## src/sv/ttr_pkg.sv

```systemverilog
// ============================================================================
// ttr_pkg: shared types and constants of the tile triangle rasterizer
// Holds the setup record passed from the triangle front end to the row engine.
// ============================================================================
`default_nettype none
package ttr_pkg;

  // Configuration register indexes.
  localparam logic [1:0] CFG_TILE_X = 2'd0;
  localparam logic [1:0] CFG_TILE_Y = 2'd1;
  localparam logic [1:0] CFG_SCR_W  = 2'd2;
  localparam logic [1:0] CFG_SCR_H  = 2'd3;

  // Front-end sequencer states.
  typedef enum logic [1:0] {
    FE_IDLE,
    FE_BOX,
    FE_PUSH
  } fe_state_t;

  // One triangle after setup, clipped box in screen pixels.
  typedef struct packed {
    logic signed [15:0] vx0;
    logic signed [15:0] vy0;
    logic signed [15:0] vx1;
    logic signed [15:0] vy1;
    logic signed [15:0] vx2;
    logic signed [15:0] vy2;
    logic [12:0]        cx0;
    logic [12:0]        cx1;
    logic [12:0]        cy0;
    logic [12:0]        cy1;
    logic [11:0]        sx0;
    logic [31:0]        argb;
  } setup_t;

  // Clamp a Q2.10 channel to 0..1 and scale to a byte.
  function automatic logic [7:0] chan_byte(input logic signed [11:0] c);
    logic [10:0] cl;
    logic [18:0] prod;
    if (c < 0) cl = 11'd0;
    else if (c > 12'sd1024) cl = 11'd1024;
    else cl = c[10:0];
    prod = {8'd0, cl} * 19'd255;
    return prod[17:10];
  endfunction

endpackage
`default_nettype wire

```

## src/sv/ttr_front.sv

```systemverilog
// ============================================================================
// ttr_front: triangle setup
// Accepts a triangle, computes the clipped bounding box and packed color.
// ============================================================================
`default_nettype none
module ttr_front
  import ttr_pkg::*;
#(
  parameter int TILE_SIZE     = 64,
  parameter int SUBPIXEL_BITS = 4
) (
  input  wire logic        clk,
  input  wire logic        rst_n,
  input  wire logic        in_valid,
  output logic             in_ready,
  input  wire logic [95:0] in_vert,
  input  wire logic [35:0] in_color,
  input  wire logic [11:0] tile_x,
  input  wire logic [11:0] tile_y,
  input  wire logic [12:0] scr_w,
  input  wire logic [12:0] scr_h,
  output logic             q_valid,
  input  wire logic        q_ready,
  output setup_t           q_data
);

  localparam int ONE = 1 << SUBPIXEL_BITS;

  fe_state_t state_r, state_nxt;
  logic signed [15:0] v_r [6];
  logic [35:0]        col_r;
  setup_t             set_r;
  logic               empty_r;

  logic signed [15:0] mnx, mxx, mny, mxy;
  logic signed [17:0] fx0, cx1s, fy0, cy1s;
  logic signed [17:0] bx0, bx1, by0, by1;
  logic signed [17:0] sx1, sy1;

  // Floor / ceiling in pixels by arithmetic shift.
  function automatic logic signed [17:0] fl(input logic signed [15:0] v);
    return 18'(v >>> SUBPIXEL_BITS);
  endfunction
  function automatic logic signed [17:0] cl(input logic signed [15:0] v);
    logic signed [17:0] t;
    t = 18'(v) + 18'(ONE - 1);
    return t >>> SUBPIXEL_BITS;
  endfunction

  // Bounding box and clipping from the registered vertices.
  always_comb begin
    mnx = v_r[0]; mxx = v_r[0]; mny = v_r[1]; mxy = v_r[1];
    if (v_r[2] < mnx) mnx = v_r[2];
    if (v_r[4] < mnx) mnx = v_r[4];
    if (v_r[2] > mxx) mxx = v_r[2];
    if (v_r[4] > mxx) mxx = v_r[4];
    if (v_r[3] < mny) mny = v_r[3];
    if (v_r[5] < mny) mny = v_r[5];
    if (v_r[3] > mxy) mxy = v_r[3];
    if (v_r[5] > mxy) mxy = v_r[5];
    fx0  = fl(mnx);
    cx1s = cl(mxx);
    fy0  = fl(mny);
    cy1s = cl(mxy);
    sx1 = 18'({6'd0, tile_x}) + 18'(TILE_SIZE);
    if (18'({5'd0, scr_w}) < sx1) sx1 = 18'({5'd0, scr_w});
    sy1 = 18'({6'd0, tile_y}) + 18'(TILE_SIZE);
    if (18'({5'd0, scr_h}) < sy1) sy1 = 18'({5'd0, scr_h});
    bx0 = (fx0 < $signed(18'({6'd0, tile_x}))) ? $signed(18'({6'd0, tile_x})) : fx0;
    by0 = (fy0 < $signed(18'({6'd0, tile_y}))) ? $signed(18'({6'd0, tile_y})) : fy0;
    bx1 = (cx1s > sx1) ? sx1 : cx1s;
    by1 = (cy1s > sy1) ? sy1 : cy1s;
  end

  // Sequencer next state.
  always_comb begin
    state_nxt = state_r;
    unique case (state_r)
      FE_IDLE: if (in_valid) state_nxt = FE_BOX;
      FE_BOX:  state_nxt = FE_PUSH;
      FE_PUSH: if (empty_r || q_ready) state_nxt = FE_IDLE;
      default: state_nxt = FE_IDLE;
    endcase
  end

  // Sequencer outputs.
  always_comb begin
    in_ready = 1'b0;
    q_valid  = 1'b0;
    unique case (state_r)
      FE_IDLE: in_ready = 1'b1;
      FE_PUSH: q_valid  = !empty_r;
      default: ;
    endcase
  end

  assign q_data = set_r;

  always_ff @(posedge clk) begin
    if (!rst_n) state_r <= FE_IDLE;
    else        state_r <= state_nxt;
  end

  // Capture the triangle, then the setup record.
  always_ff @(posedge clk) begin
    if (state_r == FE_IDLE && in_valid) begin
      for (int i = 0; i < 6; i++) v_r[i] <= in_vert[16*i +: 16];
      col_r <= in_color;
    end
    if (state_r == FE_BOX) begin
      empty_r   <= (bx0 >= bx1) || (by0 >= by1);
      set_r.vx0 <= v_r[0]; set_r.vy0 <= v_r[1];
      set_r.vx1 <= v_r[2]; set_r.vy1 <= v_r[3];
      set_r.vx2 <= v_r[4]; set_r.vy2 <= v_r[5];
      set_r.cx0 <= bx0[12:0]; set_r.cx1 <= bx1[12:0];
      set_r.cy0 <= by0[12:0]; set_r.cy1 <= by1[12:0];
      set_r.sx0 <= tile_x;
      set_r.argb <= {8'hFF, chan_byte(col_r[11:0]), chan_byte(col_r[23:12]),
                     chan_byte(col_r[35:24])};
    end
  end

endmodule
`default_nettype wire

```

## config.mk

```make
export PLATFORM = sky130hd
export DESIGN_NAME = ttr_front
export DESIGN_NICKNAME = d
export VERILOG_FILES = /design/src/sv/ttr_pkg.sv /design/src/sv/ttr_front.sv
export SDC_FILE = /design/constraint.sdc
export NUM_CORES = 1
export LEC_CHECK = 0
export BUFFER_PORTS_ARGS = -buffer_cell sky130_fd_sc_hd__buf_2
export CAP_MARGIN = 20
export CORE_ASPECT_RATIO = 1.2
export CORE_MARGIN = 3
export CORE_UTILIZATION = 58
export DETAILED_ROUTE_END_ITERATION = 8
export HOLD_SLACK_MARGIN = 0.03
export PLACE_DENSITY = 0.92
export SLEW_MARGIN = 15
export SYNTH_ARGS = -nofsm -noshare
export SYNTH_HDL_FRONTEND = slang
export SYNTH_SLANG_ARGS = --single-unit
```

## constraint.sdc

```tcl
create_clock -name clk -period 11.47 [get_ports clk]
set_clock_uncertainty 0.15 [all_clocks]
set_input_delay 0.5735 -clock clk [delete_from_list [all_inputs] [get_ports clk]]
set_output_delay 0.5735 -clock clk [all_outputs]
set_load 0.01 [all_outputs]
```

==> results.yml <==
outcome:
  outcome: "completed"
logic_synthesis:
  seq_area_frac_synth_pct: 41.7
  synth_top_area_share_pct: 41.5
  synth_area_sq_mm: 0.0229
  ys_ff_latch: 319
  yosysWarnings: 0
  async_flop_share_pct: 0
  ys.flop_type: "edfxtp_1"
  avgSynthCellArea_sq_um: 11.7
  synth_top_area_cell: "edfxtp_1"
  ys_types: 75
  netlist_instances: 1969
  yosysMostFrequentCell: "edfxtp_1"
  synth_edf_count: 317
  synth_common_cells: "edfxtp_1 (317), inv_1 (301), ha_1 (287)"
  synth_area_leaders: "edfxtp_1 (41%), ha_1 (16%), fa_1 (12%)"
placed_design:
  port_buffers: 371
  gp_congestion: 0.969
  detailed_place_hpwl_mm: 48.4
  place_area_sq_mm: 0.0254
  post-place-ws_ns: 0.425
cells_and_area:
  fin_area_sq_mm: 0.0267
  drive_gt1_share_pct: 22.0
  area_growth_pct: 16.2
  fin_util_pct: 68.5
  layout.nets: 2966
timing:
  tightest_slew_ns: 1.07
  period_minus_slack_ns: 10.80
  drv_slew: 0
  holdWs_ns: 0.0590
  period_share_pct: 94.2
  hold_viol: 0
  fmax_mhz: 92.6
  relSlewSlack_pct: 28.7
  fin_ws_ns: 0.666
  finalSetupViolations: 0
global_route:
  grt_max_degree: 75
  gr-total-overflow: 0
  gr-usage-all-layers_pct: 28.8
  grt_pass1_vias: 17800
  grt_antenna_before_repair: 20
  grt_pass1_wl_mm: 95.0
cts:
  clock-root-buffer: "clkbuf_16"
  cts_tree: "yes"
  cts_buffers: 35
  cts.sinks: 319
  h-tree-depth: 2
  cts_buffer_depth: 3
  clk_pin_slew_ns: 0.07
  clock_latency_ns: 0.54
setup_path:
  slowest_stage: "a2111oi_1"
  cp-end-kind: "flop"
  critPathKind: "reg2reg"
  crit_arrival_ns: 10.90
  required_ns: 11.57
  path_max_fanout: 25
  max_stage_delay_ns: 0.64
  cp-start-kind: "flop"
worst_hold_path:
  hold_path_class: "in2reg"
detailed_routing:
  first_iter_violations: 1126
  routed_wl_mm: 61.0
  drc: 0
  ant_nets: 0
  viasPerCell: 5.73
  drt_first_pass_iters: 6
  routedWlPerCell_um: 20.8
  vias: 16800
pwr:
  p_leak_nw: 12.6
  ir_drop_v: 0.000139
  power_w: 0.00461
  powerDensity_mw_per_mm2: 173
floorplan:
  fp-row-count: 79
  core_area_sq_mm: 0.0389
  die-area_sq_mm: 0.0420
  io_pins: 380
  die_h_um: 224
  initial_core_util_pct: 58.9
  die_w_um: 188
job:
  maxCapViolations: 0
## through the flow
| step | instances | TNS, ns |
|---|---|---|
| 2_1_floorplan | 1976 | 0 |
| 3_3_place_gp | 2846 | 0 |
| 3_5_place_dp | 2846 | 0 |
| 4_1_cts | 2910 | 0 |
| 5_1_grt | 2928 | -0.129 |
| 6_report | 2930 | 0 |
## placed cells by master, fill, tap and decap left out, types with 5 or more instances in the layout
cell | netlist | layout
buf_2 | 3 | 371
edfxtp_1 | 317 | 317
inv_1 | 301 | 300
ha_1 | 287 | 287
fa_1 | 132 | 132
nor2_1 | 123 | 123
a21oi_1 | 124 | 123
nand2_1 | 91 | 91
mux2i_1 | 58 | 57
o21ai_0 | 55 | 55
a21o_1 | 42 | 41
xnor2_1 | 42 | 41
clkbuf_16 | 0 | 36
mux2_2 | 32 | 32
o21a_1 | 26 | 26
nand3_1 | 26 | 26
nand2b_1 | 24 | 24
nor3_1 | 24 | 24
nand4_1 | 21 | 21
nor2b_1 | 22 | 21
and2_1 | 20 | 19
mux2_4 | 17 | 17
diode_2 | 0 | 16
nor4_1 | 16 | 16
xor2_1 | 17 | 16
buf_4 | 11 | 16
o31ai_1 | 12 | 12
conb_1 | 1 | 8
and4_1 | 7 | 7
o211ai_1 | 7 | 7
clkinvlp_4 | 0 | 6
a21boi_0 | 5 | 5
or2_2 | 4 | 5
a41o_1 | 5 | 5
a31oi_1 | 5 | 5
and3_1 | 5 | 5
## final timing paths
kind	start	cells after the start	slack (ns)	endpoint
min	in_vert[38]	1	0.06	v_r[2][6]$_DFFE_PP_
max reg2reg	v_r[3][1]$_DFFE_PP_	41	0.67	empty_r$_DFFE_PN_
min reg2reg	v_r[0][7]$_DFFE_PP_	0	0.30	q_data[183]$_DFFE_PN_
max	v_r[3][1]$_DFFE_PP_	41	0.67	empty_r$_DFFE_PN_
## metal layers
layer	global-route usage (%)	vias up	share of wire, %
li1	-	7713	-
met1	34.4	8140	37
met2	49.4	728	50
met3	5.60	210	7.3
met4	15.2	8	5.9
met5	0	-	0.090
## critical path, delay by kind of cell (launching register included)
| family | cells | cell delay (ns) |
|---|---|---|
| compound gates | 20 | 5.02 |
| flops | 1 | 0.48 |
| fa+ha+maj | 4 | 1.27 |
| mux | 2 | 0.77 |
| simple gates | 13 | 2.41 |
| buf+inv | 1 | 0.18 |
| xor+xnor | 1 | 0.20 |
## layout make-up
class / count / area, sq um
sequential: 319 / 9560
antenna: 16 / 40.0
multi-input combinational: 1316 / 12100
inverter: 301 / 1130
clock buffer: 39 / 912
fill: 2754 / 12300
tap: 526 / 658
clock inverter: 25 / 273
timing repair inverter: 1 / 5.00
timing repair buffer: 387 / 1980
## power by group
| part | total [W] | switching, W | internal [W] |
|---|---|---|---|
| Clock | 0.00116 | 0.000487 | 0.000675 |
| Combinational | 0.00194 | 0.00111 | 0.000827 |
| Sequential | 0.00151 | 0.0000578 | 0.00145 |
| Total | 0.00461 | 0.00166 | 0.00295 |
## logic make-up (layout without fill, tap and decap cells)
| family | after synthesis | count (layout) | synth area share [%] |
|---|---|---|---|
| AOI/OAI and AO/OA | 318 | 318 | 8.82 |
| buffers and inverters | 341 | 753 | 5.91 |
| adders and majority gates | 421 | 421 | 27.3 |
| xor gates and xnor gates | 60 | 60 | 2.32 |
| other | 1 | 24 | 0.0163 |
| muxes | 107 | 107 | 5.21 |
| DFF | 319 | 319 | 41.7 |
| and+or+nand+nor | 402 | 402 | 8.80 |
## what timing repair did
item | in CTS | in global routing
hold buffers | 0 | 0
resized for setup | 0 | 8
endpoints found under the setup margin | 0 | 1
buffers inserted | 0 | 3
## flip-flops by register name (all words and copies together), names as in the netlist
| register | count |
|---|---|
| q_data | 184 |
| v_r | 96 |
| col_r | 36 |
| state_r | 2 |
| empty_r | 1 |
No activity file was read; power rests on OpenSTA's default activity.
