**src/sv/ttr_pkg.sv**
```systemverilog
// ============================================================================
// ttr_pkg: shared types and constants of the tile triangle rasterizer
// Holds the setup record passed from the triangle front end to the row engine.
// ============================================================================
`default_nettype none
package ttr_pkg;

  // Configuration register indexes.
  localparam logic [1:0] CFG_TILE_X = 2'd0;
  localparam logic [1:0] CFG_TILE_Y = 2'd1;
  localparam logic [1:0] CFG_SCR_W  = 2'd2;
  localparam logic [1:0] CFG_SCR_H  = 2'd3;

  // Front-end sequencer states.
  typedef enum logic [1:0] {
    FE_IDLE,
    FE_BOX,
    FE_PUSH
  } fe_state_t;

  // One triangle after setup, clipped box in screen pixels.
  typedef struct packed {
    logic signed [15:0] vx0;
    logic signed [15:0] vy0;
    logic signed [15:0] vx1;
    logic signed [15:0] vy1;
    logic signed [15:0] vx2;
    logic signed [15:0] vy2;
    logic [12:0]        cx0;
    logic [12:0]        cx1;
    logic [12:0]        cy0;
    logic [12:0]        cy1;
    logic [11:0]        sx0;
    logic [31:0]        argb;
  } setup_t;

  // Clamp a Q2.10 channel to 0..1 and scale to a byte.
  function automatic logic [7:0] chan_byte(input logic signed [11:0] c);
    logic [10:0] cl;
    logic [18:0] prod;
    if (c < 0) cl = 11'd0;
    else if (c > 12'sd1024) cl = 11'd1024;
    else cl = c[10:0];
    prod = {8'd0, cl} * 19'd255;
    return prod[17:10];
  endfunction

endpackage
`default_nettype wire

```
**src/sv/ttr_fifo.sv**
```systemverilog
// ============================================================================
// ttr_fifo: small setup queue
// Two-entry queue between the triangle front end and the row engine.
// ============================================================================
`default_nettype none
module ttr_fifo
  import ttr_pkg::*;
(
  input  wire logic   clk,
  input  wire logic   rst_n,
  input  wire logic   wr_valid,
  output logic        wr_ready,
  input  wire setup_t wr_data,
  output logic        rd_valid,
  input  wire logic   rd_ready,
  output setup_t      rd_data
);

  setup_t     mem_r [2];
  logic       wp_r, rp_r;
  logic [1:0] cnt_r;
  logic       do_wr, do_rd;

  assign wr_ready = (cnt_r != 2'd2);
  assign rd_valid = (cnt_r != 2'd0);
  assign rd_data  = mem_r[rp_r];
  assign do_wr    = wr_valid && wr_ready;
  assign do_rd    = rd_valid && rd_ready;

  // Pointer and fill count update.
  always_ff @(posedge clk) begin
    if (!rst_n) begin
      wp_r  <= 1'b0;
      rp_r  <= 1'b0;
      cnt_r <= 2'd0;
    end else begin
      if (do_wr) wp_r <= ~wp_r;
      if (do_rd) rp_r <= ~rp_r;
      cnt_r <= cnt_r + {1'b0, do_wr} - {1'b0, do_rd};
    end
  end

  // Storage.
  always_ff @(posedge clk) begin
    if (do_wr) mem_r[wp_r] <= wr_data;
  end

endmodule
`default_nettype wire

```
**config.mk**
```make
export PLATFORM = sky130hd
export DESIGN_NAME = ttr_fifo
export DESIGN_NICKNAME = d
export VERILOG_FILES = /design/src/sv/ttr_pkg.sv /design/src/sv/ttr_fifo.sv
export SDC_FILE = /design/constraint.sdc
export NUM_CORES = 1
export LEC_CHECK = 0
export ABC_AREA = 0
export BUFFER_PORTS_ARGS = -buffer_cell sky130_fd_sc_hd__buf_2
export CAP_MARGIN = 20
export CORE_MARGIN = 2
export CORE_UTILIZATION = 52
export CTS_BUF_LIST = sky130_fd_sc_hd__clkbuf_16
export CTS_CLUSTER_SIZE = 16
export DETAILED_ROUTE_END_ITERATION = 16
export PLACE_DENSITY = 0.78
export SYNTH_ARGS = -nofsm -noshare
export SYNTH_HDL_FRONTEND = slang
export SYNTH_SLANG_ARGS = --single-unit
```
**constraint.sdc**
```tcl
create_clock -name clk -period 11.8 [get_ports clk]
set_input_delay 1.77 -clock clk [delete_from_list [all_inputs] [get_ports clk]]
set_output_delay 1.77 -clock clk [all_outputs]
set_load 0.05 [all_outputs]
```
==> impl_results.md, run 1 <==
* Status: completed
* Place WS at 7421 ps
* Initial Util at 0.5268
* Setup Viol. Count Final at 0
* Row cnt at 60
* Setup_tns at 0 ps
* Synth Instances at 621
* Share of the synthesized area in the top cell type at 0.8145
* YS warnings at 0
* Hold Path Class: register to register
* FMAX at 206.9 MHz
* Yosys cell types at 17
* Residual DRC at 0
* RSZ-0062 raised after global routing: no
* Critical path required time at 10030 ps
* Non-filler instance count after layout at 1411
* DP Cell Count at 1337
* Top cells by area, synth: edfxtp_1 (81%), mux2_2 (15%), buf_6 (1.6%), dfxtp_1 (0.71%), xnor2_1 (0.19%)
* FF+latch count, synth at 389
* CP peak stage delay at 1030 ps
* Setup ws final at 6968 ps
* Seq/Total Area, Yosys at 0.8216
* CP endpoint kind: primary output
* Drt total wl at 28690 µm
* Worst slew margin at 0.2972
* H-tree Lvls at 2
* Startpoint Class: register
* Final slew viol count at 0
* Most frequent cells in the layout: buf_2 (389), edfxtp_1 (384), mux2_2 (192)
* Net count after synthesis at 819
* Fin util at 0.6571
* Syn avg cell area at 22.80 µm²
* LEAKAGE at 6.613 nW
* Worst slew pin tran at 1054 ps
* Gr usage total at 0.1911
* RD Place Congestion at 0.7923
* Worst R2R Start: cnt_r[0]
* IO Pins at 390
* Peak VDD IR at 0.1788 mV
* Final Cycle Share at 0.4095
* Die Width at 169 µm
* Pwr dens at 252.7 nW/µm²
* Clock sinks at 389
* Synth Cell Area at 14160 µm²
* Vias per cell at 5.190
* Clk Latency, worst-skew pair at 520 ps
* Initial DRC count at 394
* Core footprint at 26880 µm²
* Antenna Nets Post-Route at 0
* Crit-path slowest cell: dfxtp_4
* Tmin final at 4832 ps
* DIE HEIGHT at 169 µm
* Worst path arrival time at 3060 ps
* Min-delay src: wp_r
* Length of the first detailed-routing pass in iterations at 4
* Final Hold Viols at 0
* Initial antenna violation count at 8
* Vias in the first global route at 7549
* Largest net degree at the start of global routing at 77
* CTS tree: yes
* Longest Clk Path Bufs at 3
* PostCTS Resize Cnt at 0
* Post-synth top area cell: edfxtp_1
* Die area at 28560 µm²
* Worst Path Max Fanout at 76
* GRT Residual Overflow at 0
* Buffers on Ports at 389
* Crit Path Class: register to primary output
* Clk_skew at 14.24 ps
* Maxcap violations at 0
* Final HPWL DP at 19010 µm
* Wire length per cell at 20.33 µm
* CTS root buf: clkbuf_16
* Worst-path clk slew at 60 ps
* TritonCTS buffer count at 39
* Hold Buf Count CTS at 0
* Vias at 7323
* First-pass GRT wire length at 41570 µm
* Nets at 1235
* Layout area overhead at 24.75%
* Crit path cell chain: buf_4 -> mux2_2 -> buf_2
* Post-CTS setup buffer count at 0
* Most common cell after layout, fill and taps aside: buf_2
* Layout cells sized above 1 at 0.6069
[where the power goes]
part / switching [W] / internal (W)
Sequential: 0.0000749 / 0.00174
Clock: 0.000487 / 0.000735
Combinational: 0.00105 / 0.000381
Total: 0.00161 / 0.00285
[critical path: cells and delay by family (launching register included)]
family | cells | cell delay, ps
multiplexers | 1 | 430
flip-flops | 1 | 1030
buffers and inverters | 2 | 1010
[layer usage]
metal  vias to the layer above  part of all wire  wire length, µm  GRT usage
met5                         -           0.00073               21          0
met3                        71              0.11             3192    0.07505
met4                         4             0.030              863    0.06763
met2                       338              0.49            14180     0.3264
li1                       3312                 -                -          -
met1                      3598              0.36            10430     0.2205
[synthesized netlist by cell type]
master / count
ha_1: 2
nor2_1: 1
o21a_1: 1
edfxtp_1: 384
dfxtp_1: 5
nand2b_1: 2
and3_1: 1
mux2_2: 192
and2_1: 2
buf_2: 1
or2_2: 1
mux2i_1: 1
nand2_1: 2
xnor2_1: 3
inv_1: 1
buf_6: 20
nor2b_1: 2
[final timing paths]
check	end	depth (start not counted)	slack, ps
setup / recovery	rd_data[45]	3	6970
hold / removal	wp_r	2	520
setup reg to reg	mem_r[0][75]	5	8760
hold reg to reg	wp_r	2	520
[cells by family (layout without fill, tap and decap cells)]
logic type / after synthesis / after routing / synth area share
AOI/OAI and AO/OA: 1 / 1 / 0.0005305
xor gates and xnor gates: 3 / 3 / 0.001856
adders and majority gates: 2 / 2 / 0.001767
buffers and inverters: 22 / 467 / 0.01653
DFF: 389 / 389 / 0.8216
muxes: 193 / 193 / 0.1534
other: 0 / 4 / 0
and+or+nand+nor: 11 / 11 / 0.004331
[flip-flops by register name, summed over array words and instances, names as in the netlist, named ones only]
signal and count:
cnt_r 2, mem_r 384, rp_r 1, wp_r 1
[final cells by class]
type / count / area [µm²]
antenna: 4 / 10.01
timing repair buffer: 396 / 1999
clock buffer: 39 / 975.9
sequential: 389 / 11630
fill: 1832 / 9215
clock inverter: 31 / 305.3
tap: 341 / 426.7
inverter: 1 / 3.754
multi-input combinational: 210 / 2305
[metrics by stage]
stage | total power [W] | hold WS [ps] | instance area (µm²)
3_5_place_dp | 0.003276 | 526.4 | 16370
6_report | 0.004463 | 524.2 | 17660
4_1_cts | 0.004505 | 533.3 | 17650
3_3_place_gp | 0.003257 | 507.4 | 16370
2_1_floorplan | 0.003027 | 454.9 | 14160
5_1_grt | 0.004613 | 578.4 | 17660
Power figures use the tool's default switching activity.
==> inputs of run 2 (changes only) <==
--- a/config.mk
+++ b/config.mk
@@ -9,11 +9,11 @@
 export BUFFER_PORTS_ARGS = -buffer_cell sky130_fd_sc_hd__buf_2
 export CAP_MARGIN = 20
 export CORE_MARGIN = 2
-export CORE_UTILIZATION = 52
+export CORE_UTILIZATION = 47
 export CTS_BUF_LIST = sky130_fd_sc_hd__clkbuf_16
 export CTS_CLUSTER_SIZE = 16
 export DETAILED_ROUTE_END_ITERATION = 16
-export PLACE_DENSITY = 0.78
+export PLACE_DENSITY = 0.75
 export SYNTH_ARGS = -nofsm -noshare
 export SYNTH_HDL_FRONTEND = slang
 export SYNTH_SLANG_ARGS = --single-unit
==> constraint.sdc (replaced) <==
create_clock -name clk -period 3.9 [get_ports clk]
set_input_delay 0.585 -clock clk [delete_from_list [all_inputs] [get_ports clk]]
set_output_delay 0.585 -clock clk [all_outputs]
set_load 0.05 [all_outputs]
==> run 2 against run 1 <==
Compared with the run above: clock skew decreased by 5.8 ps; hold slack worse by 260 ps; critical path type unchanged; largest cell class unchanged; worst setup slack got worse by 5700 ps.
==> impl_results.md, run 2 (same netlist as run 1, synthesis figures left out) <==
* Critical path endpoint: rd_data[8]
* Peak VDD IR at 0.4337 mV (+140%)
* Clk Latency, worst-skew pair at 510 ps (about the same)
* Placed Area at 16540 µm² (+1.0%)
* Layout area overhead at 25.38%
* Place WS at 1724 ps (-5698 ps)
* Final Cycle Share at 0.6707
* Nets at 1238 (+0.24%)
* Vias at 7196 (-1.7%)
* Switching part of the total power at 0.3627 (+0.002085)
* Cells on worst reg2reg path at 3 (-2)
* Worst slew pin tran at 718.1 ps (-336.1 ps)
* Length of the first detailed-routing pass in iterations at 4 (unchanged)
* Levels on crit path at 3 (unchanged)
* Hold Buf Count CTS at 0 (unchanged)
* CP peak stage delay at 430 ps (-600 ps)
* Startpoint Class: register
* LEAKAGE at 6.621 nW (+0.11%)
* Largest net degree at the start of global routing at 100 (+30%)
* Clock power share at 0.260 (-0.014)
* Post-CTS setup buffer count at 0 (unchanged)
* Status: completed
* Pint at 0.008467 W (+200%)
* IO Pins at 390 (unchanged)
* Wire length per cell at 18.49 µm (-9.1%)
* Setup ws final at 1284 ps (-5683 ps)
* Pwr Total at 0.01329 W (+200%)
* First-pass GRT wire length at 39270 µm (-5.5%)
* Top reg by flops: mem_r
* Clock sinks at 389 (unchanged)
* Non-filler instance count after layout at 1464 (+3.8%)
* Worst R2R End: mem_r[1][63]
* Worst Path Max Fanout at 96 (+26%)
* RD Place Congestion at 0.7425 (-6.3%)
* FMAX at 382.3 MHz
* TritonCTS buffer count at 40 (+2.6%)
* Row cnt at 63 (+5.0%)
* Die area at 31530 µm² (+10%)
* GRT Residual Overflow at 0 (unchanged)
* Combinational share of power at 0.335 (+0.015)
* CTS tree: yes
* RSZ-0062 raised after global routing: no
* CP endpoint kind: primary output
* Antenna Nets Post-Route at 0 (unchanged)
* Initial antenna violation count at 9 (+1)
* Pwr dens at 748.5 nW/µm² (+200%)
* Tmin final at 2616 ps
* Vias per cell at 4.915 (-5.3%)
* PostCTS Resize Cnt at 0 (unchanged)
* Hold Path Class: input port to register
* Initial Util at 0.4777 (-0.04910)
* WP buf/inv at 2 (unchanged)
* Flop-to-flop setup slack at 1980 ps (-6780 ps)
* Worst slew margin at 0.5213 (+0.2241)
* Regs by FF count: mem_r (384), cnt_r (2)
* H-tree Lvls at 2 (unchanged)
* Setup Viol. Count Final at 0 (unchanged)
* Longest Clk Path Bufs at 3 (unchanged)
* Final HPWL DP at 17860 µm (-6.1%)
* DIE HEIGHT at 177.6 µm (+5.1%)
* Layout cells sized above 1 at 0.6060 (-0.0009381)
* Gr usage total at 0.1628 (-0.02831)
* Residual DRC at 0 (unchanged)
* Crit-path slowest cell: mux2_2
* Sequential group share of total power at 0.404 (-0.002)
* Worst path arrival time at 2030 ps (-1030 ps)
* DP Cell Count at 1388 (+3.8%)
* Maxcap violations at 0 (unchanged)
* Final Hold Viols at 0 (unchanged)
* Drt total wl at 27060 µm (-5.7%)
* Core footprint at 29640 µm² (+10%)
* Final slew viol count at 0 (unchanged)
* Most common cell after layout, fill and taps aside: buf_2
* Initial DRC count at 396 (+0.51%)
* Clk_skew at 8.403 ps (-5.835 ps)
* Final instance area at 17750 µm² (+0.51%)
* Worst R2R Start: cnt_r[0]
* Buffers on Ports at 389 (unchanged)
* Critical path's top delay family: buffers and inverters
* Crit Path Class: register to primary output
* Psw at 0.004818 W (+200%)
* Critical path required time at 3310 ps (-6720 ps)
* Worst-path clk slew at 60 ps (about the same)
* Die Width at 177.6 µm (+5.1%)
* Vias in the first global route at 7490 (-0.78%)
* CTS root buf: clkbuf_16
* Max FFs per register at 384 (unchanged)
* Crit path cell chain: buf_12 -> mux2_2 -> buf_2
* Final hold slack at 260.2 ps (-264.1 ps)
* Most frequent cells in the layout: buf_2 (389), edfxtp_1 (384), mux2_2 (192)
-- run 2: cell types whose count changed in the layout (fill, tap and decap cells not counted), moves of 2 or more --
| cell | change |
|---|---|
| buf_12 | +6 |
| inv_1 | +5 |
| buf_4 | -4 |
| bufinv_16 | -4 |
| diode_2 | +4 |
| inv_6 | -4 |
| clkbuf_16 | +2 |
-- run 2: worst min-delay path by stage --
stage | startpoint | endpoint | slack [ps] | cells past startpoint
finish | wr_data[119] | mem_r[0][119] | 260 | 1
global route | wr_data[50] | mem_r[1][50] | 240 | 1
CTS | wr_data[80] | mem_r[1][80] | 230 | 1
detailed placement | wp_r | wp_r | 530 | 2
global placement | rp_r | rp_r | 520 | 2
floorplan | wp_r | wp_r | 490 | 2
-- run 2: per-layer routing --
layer | routed length, µm | track usage | part of all wire
met5 | 27 | 0 | 0.0010
met4 | 996 | 0.06967 | 0.037
met3 | 2317 | 0.05206 | 0.086
met2 | 13830 | 0.2834 | 0.51
met1 | 9895 | 0.1841 | 0.37
-- run 2: power groups by stage --
stage          logic, W  registers (W)  clock network [W]
4_1_cts         0.00451        0.00538            0.00355
6_report        0.00446        0.00537            0.00346
2_1_floorplan   0.00359        0.00547                  0
5_1_grt         0.00465        0.00542            0.00370
3_5_place_dp    0.00449        0.00546                  0
3_3_place_gp    0.00448        0.00543                  0
-- run 2: area by class of cell --
cell class / instances / area, µm²
Sequential cell: 389 / 11640
Clock buffer: 41 / 1026
Multi-Input combinational cell: 210 / 2320
Fill cell: 2227 / 11890
Clock inverter: 27 / 167.7
Tap cell: 390 / 488.0
Antenna cell: 8 / 20.02
Timing Repair Buffer: 398 / 2090
Inverter: 1 / 3.754
-- run 2: per-stage QoR --
step | TNS [ps] | utilization
after floorplan | -3473 | -
after global placement | 0 | 0.5580
after detailed placement | 0 | 0.5580
after CTS | 0 | 0.5982
after global routing | 0 | 0.5988
final | 0 | 0.5989
==> inputs of run 3 (changes only) <==
==> constraint.sdc (replaced) <==
create_clock -name clk -period 2.24 [get_ports clk]
set_input_delay 0.336 -clock clk [delete_from_list [all_inputs] [get_ports clk]]
set_output_delay 0.336 -clock clk [all_outputs]
set_load 0.05 [all_outputs]
==> run 3 against run 2 <==
Compared with the run above: the flow now finishes with violations (negative setup slack); worst setup slack worse by 1300 ps; flip-flop and latch count unchanged; core utilization up 6.0 points; final area up 9.9%; power up 82%; non-clock buffer count up 150; sequential power up 75%; clock skew up 7.6 ps; sequential share of layout area down 5.9 points; routed wire length up 12%; critical path type unchanged; critical endpoint is now rd_data[96]; largest cell class unchanged.
==> impl_results.md, run 3 (same netlist as run 1, synthesis figures left out) <==
* Routing usage on met1 at 0.2048 (+0.02070)
* Critical path's top delay family: buffers and inverters
* Min-delay src: wr_data[48]
* Initial DRC count at 453 (+14%)
* Die area at 31530 µm² (unchanged)
* FMAX at 443.6 MHz
* H-tree Lvls at 2 (unchanged)
* Status: complete, but fails checks
* Critical path required time at 1900 ps (-1410 ps)
* Most frequent cells in the layout: edfxtp_1 (384), buf_2 (339), mux2_2 (192)
* Layout area overhead at 37.85%
* Setup ws final at -14.27 ps (-1298 ps)
* CTS tree: yes
* Worst R2R End: mem_r[0][21]
* Crit-path slowest cell: mux2_2
* Peak VDD IR at 0.8951 mV (+110%)
* Wire length per cell at 18.85 µm (+2.0%)
* First-pass GRT wire length at 44350 µm (+13%)
* Largest net degree at the start of global routing at 100 (unchanged)
* Failing checks: negative setup slack
* Regs by FF count: mem_r (384), cnt_r (2)
* GR peak layer: met2
* DP Cell Count at 1397 (+0.65%)
* Gr usage total at 0.1837 (+0.02092)
* Worst path arrival time at 1920 ps (-110 ps)
* Final Hold Viols at 0 (unchanged)
* Vias in the first global route at 8378 (+12%)
* Vias per cell at 4.952 (+0.74%)
* Fin util at 0.6585 (+0.05957)
* Die Width at 177.6 µm (unchanged)
* Length of the first detailed-routing pass in iterations at 5 (+1)
* Max FFs per register at 384 (unchanged)
* Clk_skew at 15.96 ps (+7.561 ps)
* Hold Path Class: input port to register
* Final HPWL DP at 18790 µm (+5.2%)
* Maxcap violations at 0 (unchanged)
* CP endpoint kind: primary output
* GRT Residual Overflow at 0 (unchanged)
* Initial Util at 0.4777 (unchanged)
* Longest Clk Path Bufs at 3 (unchanged)
* Non-filler instance count after layout at 1612 (+10%)
* Worst R2R Start: cnt_r[0]
* Worst slew margin at 0.5878 (+0.06655)
* Crit Path Class: register to primary output
* Initial antenna violation count at 3 (-6)
* Drt total wl at 30390 µm (+12%)
* Top reg by flops: mem_r
* Residual DRC at 0 (unchanged)
* Flop-to-flop setup slack at 570 ps (-1410 ps)
* WHS Path Cells at 1 (unchanged)
* Place WS at 504.5 ps (-1219 ps)
* WHS Endpoint: mem_r[0][48]
* Pwr dens at 1239 nW/µm² (+66%)
* Crit path cell chain: buf_16 -> mux2_2 -> buf_4
* CTS root buf: clkbuf_16
* Row cnt at 63 (unchanged)
* Startpoint Class: register
* LEAKAGE at 7.384 nW (+12%)
* Final Cycle Share at 1.006
* Met3 usage at 0.05184 (-0.0002142)
* CP peak stage delay at 410 ps (-20 ps)
* Tmin final at 2254 ps
* Worst Path Max Fanout at 76 (-21%)
* Clk Latency, worst-skew pair at 510 ps (about the same)
* RD Place Congestion at 0.7815 (+5.3%)
* Setup Viol. Count Final at 5 (+5)
* Most common cell after layout, fill and taps aside: edfxtp_1
* Buffers on Ports at 389 (unchanged)
* Placed Area at 16650 µm² (+0.71%)
* WP buf/inv at 2 (unchanged)
* Setup_tns at -27.90 ps (-27.90 ps)
* M2 GR Usage at 0.3288 (+0.04538)
* IO Pins at 390 (unchanged)
* Cells on worst reg2reg path at 4 (+1)
* Nets at 1388 (+12%)
* DIE HEIGHT at 177.6 µm (unchanged)
* Worst slew pin tran at 618.2 ps (-99.83 ps)
* Final slew viol count at 0 (unchanged)
* RSZ-0062 raised after global routing: yes
* Layout cells sized above 1 at 0.5516 (-0.05436)
* Clock sinks at 389 (unchanged)
* TritonCTS buffer count at 40 (unchanged)
* Antenna Nets Post-Route at 0 (unchanged)
* Core footprint at 29640 µm² (unchanged)
* Worst-path clk slew at 60 ps (about the same)
* Final instance area at 19520 µm² (+9.9%)
* Vias at 7982 (+11%)
==> run 3: stage by stage <==
stage | total power, W | hold WS (ps)
floorplan | 0.01577 | 434.9
global placement | 0.01735 | 512.0
detailed placement | 0.01743 | 526.7
CTS | 0.02428 | 0.01946
global route | 0.02500 | 0.3956
finish | 0.02418 | 20.85
==> run 3: repair_timing <==
item | CTS | global route
endpoints found under the setup margin | 104 | 90
gates cloned | 1 | 0
endpoints found under the hold margin | 244 | 18
pin swaps | 0 | 0
resized for setup | 55 | 10
hold buffers | 124 | 10
buffers inserted | 6 | 0
==> run 3: final cells by class <==
type | count | area, µm²
Timing Repair Buffer | 548 | 3791
Fill cell | 1982 | 10120
Sequential cell | 389 | 11640
Clock buffer | 41 | 1026
Multi-Input combinational cell | 210 | 2320
Clock inverter | 31 | 246.5
Antenna cell | 2 | 5.005
Inverter | 1 | 3.754
Tap cell | 390 | 488.0
==> run 3: per-layer routing <==
metal	routed length [µm]	vias to the layer above
li1	-	3635
met3	2340	76
met5	11	-
met1	10910	3939
met2	16140	330
met4	992	2
==> run 3: worst max-delay path by stage <==
| stage | start | to | cells after the start |
|---|---|---|---|
| global placement | register | rd_data[9] | 4 |
| detailed placement | register | rd_data[8] | 4 |
| floorplan | cnt_r[0] | mem_r[0][0] | 3 |
| CTS | register | rd_data[36] | 3 |
| finish | register | rd_data[96] | 3 |
| global route | register | rd_data[24] | 3 |
==> run 3: report_power, final <==
group	internal, W	leakage (nW)	switching (W)
Combinational	0.00261	3.09	0.00580
Sequential	0.00914	3.63	0.000240
Clock	0.00378	0.666	0.00260
==> run 3: worst reg2reg max path, stage by stage (launching register included) <==
cell      delay (ps)
dfxtp_2          350
nand2b_4         160
nand2_4           70
nor2_4           170
buf_12           390
